File: src/sv/lih_pkg.sv
// ----------------------------------------------------------------------------
// lih_pkg
// Shared types and codes for the lid interlock with hysteresis.
// ----------------------------------------------------------------------------
`default_nettype none

package lih_pkg;

    localparam int unsigned MV_W      = 16;
    localparam int unsigned CFG_IDX_W = 2;
    localparam int unsigned CFG_DAT_W = 16;

    localparam logic [CFG_IDX_W-1:0] CFG_OPEN_THR  = 2'd0;
    localparam logic [CFG_IDX_W-1:0] CFG_CLOSE_THR = 2'd1;
    localparam logic [CFG_IDX_W-1:0] CFG_PROT_EN   = 2'd2;

    localparam logic [MV_W-1:0] OPEN_THR_RST  = 16'd2000;
    localparam logic [MV_W-1:0] CLOSE_THR_RST = 16'd1000;
    localparam logic            PROT_EN_RST   = 1'b1;

    localparam logic KIND_INIT    = 1'b0;
    localparam logic KIND_PROCESS = 1'b1;

    typedef struct packed {
        logic            kind;
        logic [MV_W-1:0] sample_mv;
        logic            exposure_running;
    } t_in_word;

    typedef struct packed {
        logic lid_is_open;
        logic pause_exposure;
        logic resume_exposure;
        logic buzzer_start;
        logic buzzer_halt;
        logic sleep_allowed;
    } t_out_word;

    typedef struct packed {
        logic [MV_W-1:0] open_lvl;
        logic [MV_W-1:0] close_lvl;
        logic            prot_en;
    } t_cfg;

    typedef struct packed {
        logic lid_state;
        logic paused_flag;
    } t_lid_state;

endpackage

`default_nettype wire

File: src/sv/lih_if.sv
// ----------------------------------------------------------------------------
// lih_if
// Valid/ready channels carrying sample words in and result words out.
// ----------------------------------------------------------------------------
`default_nettype none

interface lih_in_if;
    logic              valid;
    logic              ready;
    lih_pkg::t_in_word data;

    modport source (output valid, output data, input ready);
    modport sink   (input valid, input data, output ready);
endinterface

interface lih_out_if;
    logic               valid;
    logic               ready;
    lih_pkg::t_out_word data;

    modport source (output valid, output data, input ready);
    modport sink   (input valid, input data, output ready);
endinterface

`default_nettype wire

File: src/sv/lid_interlock_hysteresis.sv
// ----------------------------------------------------------------------------
// lid_interlock_hysteresis
// Open-lid interlock: two-threshold hysteresis on the lid sensor sample with
// pause/resume and buzzer pulses.
// Pipeline: input register, then result register where the lid state and
// paused flag are updated; the result is valid from the result register.
// Throughput: 1 word per cycle unless m_out.ready stalls; the state update sets this.
// Reset: clears both stages, lid state (closed), paused flag and reloads the
// default thresholds and protection enable.
// ----------------------------------------------------------------------------
`default_nettype none

module lid_interlock_hysteresis (
    input  wire                                i_clk,
    input  wire                                i_rst_n,
    input  wire                                i_cfg_we,
    input  wire [lih_pkg::CFG_IDX_W-1:0]       i_cfg_idx,
    input  wire [lih_pkg::CFG_DAT_W-1:0]       i_cfg_data,
    lih_in_if.sink                             s_in,
    lih_out_if.source                          m_out
);

    lih_pkg::t_cfg       r_cfg;
    lih_pkg::t_lid_state r_state;
    lih_pkg::t_lid_state n_state;
    lih_pkg::t_in_word   r_s1_word;
    logic                r_s1_vld;
    lih_pkg::t_out_word  r_out_word;
    lih_pkg::t_out_word  n_out_word;
    logic                r_out_vld;
    logic                advance;

    assign advance     = !r_out_vld || m_out.ready;
    assign s_in.ready  = !r_s1_vld || advance;
    assign m_out.valid = r_out_vld;
    assign m_out.data  = r_out_word;

    lih_core u_core (
        .i_word  (r_s1_word),
        .i_cfg   (r_cfg),
        .i_state (r_state),
        .o_state (n_state),
        .o_word  (n_out_word)
    );

    always_ff @(posedge i_clk) begin
        if (!i_rst_n) begin
            r_cfg.open_lvl  <= lih_pkg::OPEN_THR_RST;
            r_cfg.close_lvl <= lih_pkg::CLOSE_THR_RST;
            r_cfg.prot_en   <= lih_pkg::PROT_EN_RST;
        end else if (i_cfg_we) begin
            unique case (i_cfg_idx)
                lih_pkg::CFG_OPEN_THR:  r_cfg.open_lvl  <= i_cfg_data;
                lih_pkg::CFG_CLOSE_THR: r_cfg.close_lvl <= i_cfg_data;
                lih_pkg::CFG_PROT_EN:   r_cfg.prot_en   <= i_cfg_data[0];
                default: ;
            endcase
        end
    end

    always_ff @(posedge i_clk) begin
        if (!i_rst_n) begin
            r_s1_vld <= 1'b0;
        end else if (s_in.ready) begin
            r_s1_vld <= s_in.valid;
        end
    end

    always_ff @(posedge i_clk) begin
        if (s_in.valid && s_in.ready) begin
            r_s1_word <= s_in.data;
        end
    end

    always_ff @(posedge i_clk) begin
        if (!i_rst_n) begin
            r_out_vld <= 1'b0;
            r_state   <= '0;
        end else if (advance) begin
            r_out_vld <= r_s1_vld;
            if (r_s1_vld) begin
                r_state <= n_state;
            end
        end
    end

    always_ff @(posedge i_clk) begin
        if (advance && r_s1_vld) begin
            r_out_word <= n_out_word;
        end
    end

endmodule

`default_nettype wire

File: src/sv/lih_core.sv
// ----------------------------------------------------------------------------
// lih_core
// Hysteresis decision and interlock pulse generation for one sample word.
// ----------------------------------------------------------------------------
`default_nettype none

module lih_core (
    input  wire lih_pkg::t_in_word   i_word,
    input  wire lih_pkg::t_cfg       i_cfg,
    input  wire lih_pkg::t_lid_state i_state,
    output lih_pkg::t_lid_state      o_state,
    output lih_pkg::t_out_word       o_word
);

    logic mv_ge_open;
    logic mv_le_open;
    logic mv_le_close;
    logic mv_ge_close;
    logic thr_normal;
    logic thr_invert;
    logic lid_init;
    logic lid_prot;
    logic lid_plain;

    function automatic logic resolve(input logic normal, input logic invert,
                                     input logic ge_op, input logic le_op,
                                     input logic le_cl, input logic ge_cl,
                                     input logic held);
        logic r;
        if (normal) begin
            r = ge_op ? 1'b1 : (le_cl ? 1'b0 : held);
        end else if (invert) begin
            r = le_op ? 1'b1 : (ge_cl ? 1'b0 : held);
        end else begin
            r = ge_op;
        end
        return r;
    endfunction

    assign mv_ge_open  = (i_word.sample_mv >= i_cfg.open_lvl);
    assign mv_le_open  = (i_word.sample_mv <= i_cfg.open_lvl);
    assign mv_le_close = (i_word.sample_mv <= i_cfg.close_lvl);
    assign mv_ge_close = (i_word.sample_mv >= i_cfg.close_lvl);
    assign thr_normal  = (i_cfg.open_lvl > i_cfg.close_lvl);
    assign thr_invert  = (i_cfg.open_lvl < i_cfg.close_lvl);

    assign lid_init  = resolve(thr_normal, thr_invert, mv_ge_open, mv_le_open,
                               mv_le_close, mv_ge_close, 1'b0);
    assign lid_prot  = resolve(thr_normal, thr_invert, mv_ge_open, mv_le_open,
                               mv_le_close, mv_ge_close, i_state.lid_state);
    assign lid_plain = mv_ge_open ? 1'b1 : (mv_le_close ? 1'b0 : i_state.lid_state);

    always_comb begin
        o_state = i_state;
        o_word  = '0;
        if (i_word.kind == lih_pkg::KIND_INIT) begin
            o_state.lid_state   = lid_init;
            o_state.paused_flag = 1'b0;
        end else if (!i_cfg.prot_en) begin
            if (i_state.paused_flag) begin
                o_word.resume_exposure = 1'b1;
                o_word.buzzer_halt     = 1'b1;
                o_state.paused_flag    = 1'b0;
            end
            o_state.lid_state = lid_plain;
        end else begin
            o_state.lid_state = lid_prot;
            if (lid_prot != i_state.lid_state) begin
                if (lid_prot) begin
                    o_word.pause_exposure = i_word.exposure_running;
                    o_state.paused_flag   = i_word.exposure_running;
                    o_word.buzzer_start   = 1'b1;
                end else begin
                    if (i_state.paused_flag) begin
                        o_word.resume_exposure = 1'b1;
                        o_state.paused_flag    = 1'b0;
                    end
                    o_word.buzzer_halt = 1'b1;
                end
            end
        end
        o_word.lid_is_open   = o_state.lid_state;
        o_word.sleep_allowed = !i_word.exposure_running && !o_state.lid_state;
    end

endmodule

`default_nettype wire

File: src/flat_wrapper.sv
// flat-port wrapper written by rule: the top's interface ports become plain ports
module lid_interlock_hysteresis_flat 
  (i_clk, i_rst_n, i_cfg_we, i_cfg_idx, i_cfg_data, s_in_valid, s_in_data, s_in_ready, m_out_valid, m_out_data, m_out_ready);
  lih_in_if s_in_i ();
  lih_out_if m_out_i ();
  input  wire i_clk;
  input  wire i_rst_n;
  input  wire i_cfg_we;
  input  wire [lih_pkg::CFG_IDX_W-1:0] i_cfg_idx;
  input  wire [lih_pkg::CFG_DAT_W-1:0] i_cfg_data;
  input wire logic [$bits(s_in_i.valid)-1:0] s_in_valid;
  input wire logic [$bits(s_in_i.data)-1:0] s_in_data;
  output wire logic [$bits(s_in_i.ready)-1:0] s_in_ready;
  output wire logic [$bits(m_out_i.valid)-1:0] m_out_valid;
  output wire logic [$bits(m_out_i.data)-1:0] m_out_data;
  input wire logic [$bits(m_out_i.ready)-1:0] m_out_ready;
  assign s_in_i.valid = s_in_valid;
  assign s_in_i.data = s_in_data;
  assign s_in_ready = s_in_i.ready;
  assign m_out_valid = m_out_i.valid;
  assign m_out_data = m_out_i.data;
  assign m_out_i.ready = m_out_ready;
  lid_interlock_hysteresis u_core (.i_clk(i_clk), .i_rst_n(i_rst_n), .i_cfg_we(i_cfg_we), .i_cfg_idx(i_cfg_idx), .i_cfg_data(i_cfg_data), .s_in(s_in_i), .m_out(m_out_i));
endmodule
File: config.mk
export PLATFORM = sky130hd
export DESIGN_NAME = lid_interlock_hysteresis_flat
export DESIGN_NICKNAME = d
export VERILOG_FILES = /design/src/sv/lih_pkg.sv /design/src/sv/lih_if.sv /design/src/sv/lid_interlock_hysteresis.sv /design/src/sv/lih_core.sv /design/src/flat_wrapper.sv
export SDC_FILE = /design/constraint.sdc
export NUM_CORES = 1
export LEC_CHECK = 0
export BUFFER_PORTS_ARGS = -buffer_cell sky130_fd_sc_hd__buf_4
export CELL_PAD_IN_SITES_DETAIL_PLACEMENT = 0
export CELL_PAD_IN_SITES_GLOBAL_PLACEMENT = 1
export CORE_MARGIN = 2
export CORE_UTILIZATION = 47
export DETAILED_ROUTE_END_ITERATION = 10
export GPL_ROUTABILITY_DRIVEN = 0
export HOLD_SLACK_MARGIN = 0.08
export PLACE_DENSITY = 0.95
export RECOVER_POWER = 50
export SYNTH_ARGS = -nofsm -noshare
export SYNTH_HDL_FRONTEND = slang
export SYNTH_SLANG_ARGS = --single-unit
File: constraint.sdc
create_clock -name i_clk -period 5.1 [get_ports i_clk]
set_input_delay 0.255 -clock i_clk [delete_from_list [all_inputs] [get_ports i_clk]]
set_output_delay 0.255 -clock i_clk [all_outputs]
set_load 0.01 [all_outputs]
# ---- Yosys cells after proc, flatten, opt, wreduce, memory -nomap -nowiden
# Index checks and enable logic that the tools add are counted.
dict set report totals {
  register_bits 61
  input_bits 41
  out_inout_bits 8
  elab_cells 63
}
dict set report op_classes {
  order_cmp 6
  eq_ne 4
  mux 21
  reduce_logical 16
}
# operator count
set op_table {}
lappend op_table {{$ge A16 B16 Y1} 2}
lappend op_table {{$le A16 B16 Y1} 2}
lappend op_table {{$mux W1} 18}
lappend op_table {{$gt A16 B16 Y1} 1}
lappend op_table {{$lt A16 B16 Y1} 1}
lappend op_table {{$reduce_and A2 Y1} 4}
lappend op_table {{$reduce_and A3 Y1} 2}
lappend op_table {{$logic_not A1 Y1} 4}
lappend op_table {{$mux W2} 2}
lappend op_table {{$logic_and A1 B1 Y1} 3}
lappend op_table {{$mux W3} 1}
lappend op_table {{$ne A3 B3 Y1 const B} 1}
lappend op_table {{$eq A2 B1 Y1 const B} 1}
lappend op_table {{$eq A2 B2 Y1 const B} 1}
lappend op_table {{$logic_not A2 Y1} 1}
lappend op_table {{$logic_or A1 B1 Y1} 2}
lappend op_table {{$ne A1 B1 Y1} 1}

# ---- Logic depth before layout (Yosys ltp)
dict set report logic_depth {
  depth_word 11
  ltp_mapped 13
  depth_no_buf 13
}

# ---- By module
# A second synthesis with hierarchy kept.
dict set report unflattened {
  hier_cells 354
  area_unflattened_um2 3464.6
}
# mod n_inst cells_per_inst area_each_um2 seq_area_each_um2
set modules_own_cells {}
lappend modules_own_cells {lid_interlock_hysteresis 1 174 2124.5 1461.4}
lappend modules_own_cells {lih_core 1 180 1340.0 0.0}

# ---- Worst setup path after synthesis
# Ideal clock, no wire load.
dict set report synth_path {
  path_kind {register -> register}
  startpoint {register u_core.r_s1_word[15] (netlist name)}
  endpoint {register u_core.r_out_word (netlist bit u_core.m_out.data[3]) (data pin)}
  setup_ps 132
  arrival_ps 2689
  required_ps 4968
  slack_ps 2279
  path_stages_with_launch 12
  path_buffers 0
  synth_period_minus_slack_ps 2821
  cell_sequence {edfxtp_1 > ha_1 > a21oi_2 > nand2_1 > a221o_1 > or3_4 > nor2b_2 > a2bb2oi_4 > nor2_2 > ha_1 > o31ai_1 > and3_1}
}
dict set report synth_via {
  elab_chain_len 8
  word_cells_on_any_way 14
  cone_classes {order compare: 4; eq/ne: 1; mux: 9}
}
# item line
set synth_lines {}
lappend synth_lines {{from (decl)} lid_interlock_hysteresis.sv:26} ;# lih_pkg::t_in_word r_s1_word;
lappend synth_lines {{from (signal assigned)} lid_interlock_hysteresis.sv:71} ;# r_s1_word <= s_in.data;
lappend synth_lines {{$ge A16 B16 Y1} lih_core.sv:43} ;# assign mv_ge_close = (i_word.sample_mv >= i_cfg.close_lvl);
lappend synth_lines {{$mux W1 (2 in series)} lih_core.sv:33} ;# r = le_op ? 1'b1 : (ge_cl ? 1'b0 : held);
lappend synth_lines {{$mux W1} lih_core.sv:32} ;# end else if (invert) begin
lappend synth_lines {{$mux W1 *} lih_core.sv:30} ;# if (normal) begin
lappend synth_lines {{$mux W1 / $ne A1 B1 Y1 (equally long branches)} {lih_core.sv:69, lih_core.sv:68}}
lappend synth_lines {{$mux W3 *} lih_core.sv:68} ;# if (lid_prot != i_state.lid_state) begin
lappend synth_lines {{$mux W1 *} lih_core.sv:59} ;# end else if (!i_cfg.prot_en) begin
lappend synth_lines {{to (signal assigned)} lid_interlock_hysteresis.sv:89} ;# r_out_word <= n_out_word;
lappend synth_lines {{to (decl)} lid_interlock_hysteresis.sv:28} ;# lih_pkg::t_out_word r_out_word;
# Mark *: on every way between the ends. The rest lies on a longest branch, timed or not.
# A chain may end at the register's enable or synchronous reset.

# ---- Worst setup path after layout
dict set report layout_path {
  startpoint {register u_core.r_s1_word[12] (netlist name)}
  endpoint {register u_core.r_out_word (netlist bit u_core.m_out.data[3]) (data pin)}
}
# The elaborated chain is that of the path after synthesis.

==> impl_results.html <==
<table>
<tr><th>Metric</th><th>Value</th></tr>
<tr><th colspan="2">Pwr</th></tr>
<tr><td>Maximum vdd drop</td><td>0.0001488 V</td></tr>
<tr><td>Total Power</td><td>1.161 mW</td></tr>
<tr><td>Power density relative to cell area</td><td>283.3 nW/um^2</td></tr>
<tr><td>Static leakage</td><td>1.733 nW</td></tr>
<tr><th colspan="2">Timing</th></tr>
<tr><td>Setup Skew</td><td>0.01025 ns</td></tr>
<tr><td>Pins over their slew limit</td><td>0</td></tr>
<tr><td>Worst relative slew slack</td><td>0.2858</td></tr>
<tr><td>Tcrit/Tclk final</td><td>0.6214</td></tr>
<tr><td>Setup violations, final</td><td>0</td></tr>
<tr><td>Final Hold Viols</td><td>0</td></tr>
<tr><td>Setup TNS</td><td>0 ns</td></tr>
<tr><td>Transition time at the pin with the least slew margin</td><td>1.071 ns</td></tr>
<tr><td>Final critical-path required period</td><td>3.169 ns</td></tr>
<tr><td>RSZ-0062 raised after global routing</td><td>false</td></tr>
<tr><td>Maximum achievable frequency</td><td>315.6 MHz</td></tr>
<tr><th colspan="2">Logic synthesis</th></tr>
<tr><td>Share of the yosys chip area belonging to registers</td><td>0.4344</td></tr>
<tr><td>Number of nets in the synthesized netlist</td><td>445</td></tr>
<tr><td>Yosys reg bits</td><td>61</td></tr>
<tr><td>Primary FF master, synth</td><td>dfxtp_1</td></tr>
<tr><td>Async set-reset flop share out of synthesis</td><td>0</td></tr>
<tr><td>Post-synth EDFFs</td><td>24</td></tr>
<tr><td>Synthesized cell area</td><td>3364 sq um</td></tr>
<tr><td>Synth warn</td><td>0</td></tr>
<tr><td>Synthesized netlist cell count</td><td>355</td></tr>
<tr><td>Post-synth cell types</td><td>45</td></tr>
<tr><td>Average cell area after synthesis</td><td>9.477 sq um</td></tr>
<tr><th colspan="2">Finish</th></tr>
<tr><td>Share of cells above drive strength 1</td><td>0.1553</td></tr>
<tr><td>Fin nets</td><td>510</td></tr>
<tr><td>Area growth from synthesis to layout</td><td>21.79%</td></tr>
<tr><td>Antenna cells</td><td>0</td></tr>
<tr><td>Final core utilization</td><td>0.5965</td></tr>
<tr><th colspan="2">Worst setup path</th></tr>
<tr><td>Top fanout value on the critical path</td><td>5</td></tr>
<tr><td>Kind of end point of the critical path</td><td>register</td></tr>
<tr><td>Critical path startpoint category</td><td>register</td></tr>
<tr><td>Critical Path RT</td><td>5.32 ns</td></tr>
<tr><td>Setup Crit Path Kind</td><td>reg2reg</td></tr>
<tr><td>Worst Path Arrival</td><td>3.39 ns</td></tr>
<tr><th colspan="2">Detailed routing</th></tr>
<tr><td>Via-to-Cell Ratio</td><td>5.248</td></tr>
<tr><td>Initial detailed-routing violation count</td><td>122</td></tr>
<tr><td>Remaining design rule violation count</td><td>0</td></tr>
<tr><td>Antenna viol nets, final</td><td>0</td></tr>
<tr><td>Post-detailed-route wirelength per cell</td><td>14.60 um</td></tr>
<tr><td>Via count</td><td>2734</td></tr>
<tr><td>1st-pass router iterations</td><td>4</td></tr>
<tr><td>Routed WL</td><td>7.608 mm</td></tr>
<tr><th colspan="2">Floorplan</th></tr>
<tr><td>Die X-Extent</td><td>88.61 um</td></tr>
<tr><td>Die extent in y</td><td>88.61 um</td></tr>
<tr><td>Starting utilization of the core area</td><td>0.4898</td></tr>
<tr><td>I/O pin cnt</td><td>49</td></tr>
<tr><td>Site row count</td><td>30</td></tr>
<tr><td>Area of the core</td><td>6869 sq um</td></tr>
<tr><td>Total Die Area</td><td>7851 sq um</td></tr>
<tr><th colspan="2">Flow run</th></tr>
<tr><td>Count of maximum capacitance violations</td><td>0</td></tr>
<tr><th colspan="2">Clock tree</th></tr>
<tr><td>Number of gates resized after cts</td><td>0</td></tr>
<tr><td>Clock edge transition at the registers on the reported setup and hold paths</td><td>0.07 ns</td></tr>
<tr><td>Buffer type at the clock tree root</td><td>clkbuf_8</td></tr>
<tr><td>Number of sinks handled by clock tree synthesis</td><td>61</td></tr>
<tr><td>H-Tree Level Count</td><td>3</td></tr>
<tr><td>Worst-Skew Late Latency</td><td>0.35 ns</td></tr>
<tr><td>Number of CTS-inserted buffers</td><td>9</td></tr>
<tr><td>CTS Buffer Depth</td><td>2</td></tr>
<tr><td>TritonCTS clock tree</td><td>built</td></tr>
<tr><th colspan="2">Min path</th></tr>
<tr><td>Worst min-delay path category</td><td>in2reg</td></tr>
<tr><th colspan="2">Global route</th></tr>
<tr><td>Maximum number of pins on one net before global-route repair</td><td>25</td></tr>
<tr><td>Wire length of the first global-routing pass</td><td>12.58 mm</td></tr>
<tr><td>Overflow left after global routing</td><td>0</td></tr>
<tr><td>Tot GR Track Use</td><td>0.2144</td></tr>
<tr><td>Via count of the first global-routing pass</td><td>2709</td></tr>
<tr><td>Initial antenna violation count</td><td>0</td></tr>
<tr><th colspan="2">Outcome</th></tr>
<tr><td>Status</td><td>finished clean</td></tr>
<tr><th colspan="2">Placed design</th></tr>
<tr><td>Number of buffers added on ports</td><td>48</td></tr>
<tr><td>Half-perimeter wire length after placement</td><td>5.601 mm</td></tr>
</table>
==> metal layers <==
layer | vias up | track usage | routed length, um
met3 | 14 | 0.04291 | 434
met4 | 0 | 0.09366 | 140
li1 | 1389 | - | -
met5 | - | 0 | 0
met1 | 1259 | 0.2808 | 3478
met2 | 72 | 0.3452 | 3555
==> path summary, 6_finish.rpt <==
check | from | endpoint | slack (ns) | cells after the start
max | u_core.r_s1_word[12] | u_core.m_out.data[3] | 1.93 | 11
min | s_in_data[6] | u_core.r_s1_word[6] | 0.11 | 1
max reg2reg | u_core.r_s1_word[12] | u_core.m_out.data[3] | 1.93 | 11
min reg2reg | u_core.r_cfg[2] | u_core.r_cfg[2] | 0.46 | 2
==> power by group <==
group          total [mW]  switching (mW)  internal (mW)  leakage (nW)
combinational       0.198           0.106         0.0920          1.10
clock               0.415           0.194          0.221        0.0996
sequential          0.548          0.0138          0.534         0.537
==> cell families after synthesis <==
kind of cell	Yosys count	share of synthesized area
flops	61	0.4344
compound gates	81	0.1547
buf+inv	44	0.04909
fa+ha+maj	49	0.1822
xor+xnor	1	0.002604
mux	2	0.005950
simple gates	117	0.1711
==> cell type report <==
cell class              count  area [sq um]
flip-flops and latches     61          1461
well taps                  96         120.1
fillers                   607          2771
inverters                  36         135.1
repair buffers             62         460.4
clock buffers              10         127.6
clock inverters             6         55.05
multi-input cells         250          1738
==> state kept, by name, summed over array words and instances (netlist names) <==
name	cells
u_core.r_state	2
u_core.m_out.data	6
u_core.r_cfg	33
u_core.r_s1_vld	1
u_core.m_out.valid	1
u_core.r_s1_word	18
==> critical path, cell delays in order, from the launching register on <==
cell and delay, ns:
edfxtp_1 0.40, ha_1 0.33, nand4_1 0.11, or3_1 0.43
o31ai_1 0.44, a21oi_1 0.10, o21ai_1 0.17, a2bb2oi_4 0.11
nor2_2 0.18, ha_1 0.32, o31ai_1 0.28, and3_1 0.18
==> cell usage after synthesis (2+ instances only) <==
library cell	instances	area share
nand3b_1	2	0.0045
dfxtp_1	37	0.22
o21ai_1	2	0.0030
o31ai_1	2	0.0045
a21oi_1	41	0.061
nand2b_1	2	0.0037
o211ai_1	15	0.033
ha_1	49	0.18
and3_1	2	0.0037
a221o_1	2	0.0060
nor4b_2	2	0.0089
inv_1	36	0.040
nand4_1	8	0.015
nor4_1	2	0.0037
clkbuf_1	8	0.0089
nor2b_1	4	0.0074
nor3_1	3	0.0045
nand3_1	5	0.0074
edfxtp_1	24	0.21
mux2i_1	2	0.0060
a21o_1	3	0.0067
nand2_1	68	0.076
o21ai_0	6	0.0089
nor2_1	9	0.010
==> cells in the final DEF, fill, tap and decap left out, types with 3 or more instances in the layout <==
| cell | count |
|---|---|
| clkbuf_1 | 11 |
| nand2_1 | 68 |
| dfxtp_1 | 37 |
| nor3_1 | 3 |
| nand4_1 | 8 |
| o21ai_0 | 6 |
| clkbuf_4 | 18 |
| clkbuf_8 | 9 |
| nand3_1 | 5 |
| ha_1 | 49 |
| dlygate4sd3_1 | 13 |
| edfxtp_1 | 24 |
| nor2b_1 | 4 |
| clkinv_2 | 5 |
| nor2_1 | 9 |
| inv_1 | 36 |
| o211ai_1 | 15 |
| a21oi_1 | 41 |
| buf_4 | 21 |
| a21o_1 | 3 |
==> through the flow <==
stage	instance area [sq um]	hold slack [ns]	worst slack, ns	instances
5_1_grt	4098	0.1078	1.643	521
3_3_place_gp	3827	0.4333	2.062	492
6_report	4098	0.1114	1.931	521
2_1_floorplan	3364	0.3439	2.279	355
3_5_place_dp	3827	0.4343	2.010	492
4_1_cts	4120	0.08045	1.951	519
==> timing repair <==
item | in CTS | in global routing
hold endpoints to repair | 11 | 2
endpoints found under the setup margin | 0 | 0
buffers inserted | 0 | 0
hold buffers | 11 | 2
(Power assumes the default switching activity.)
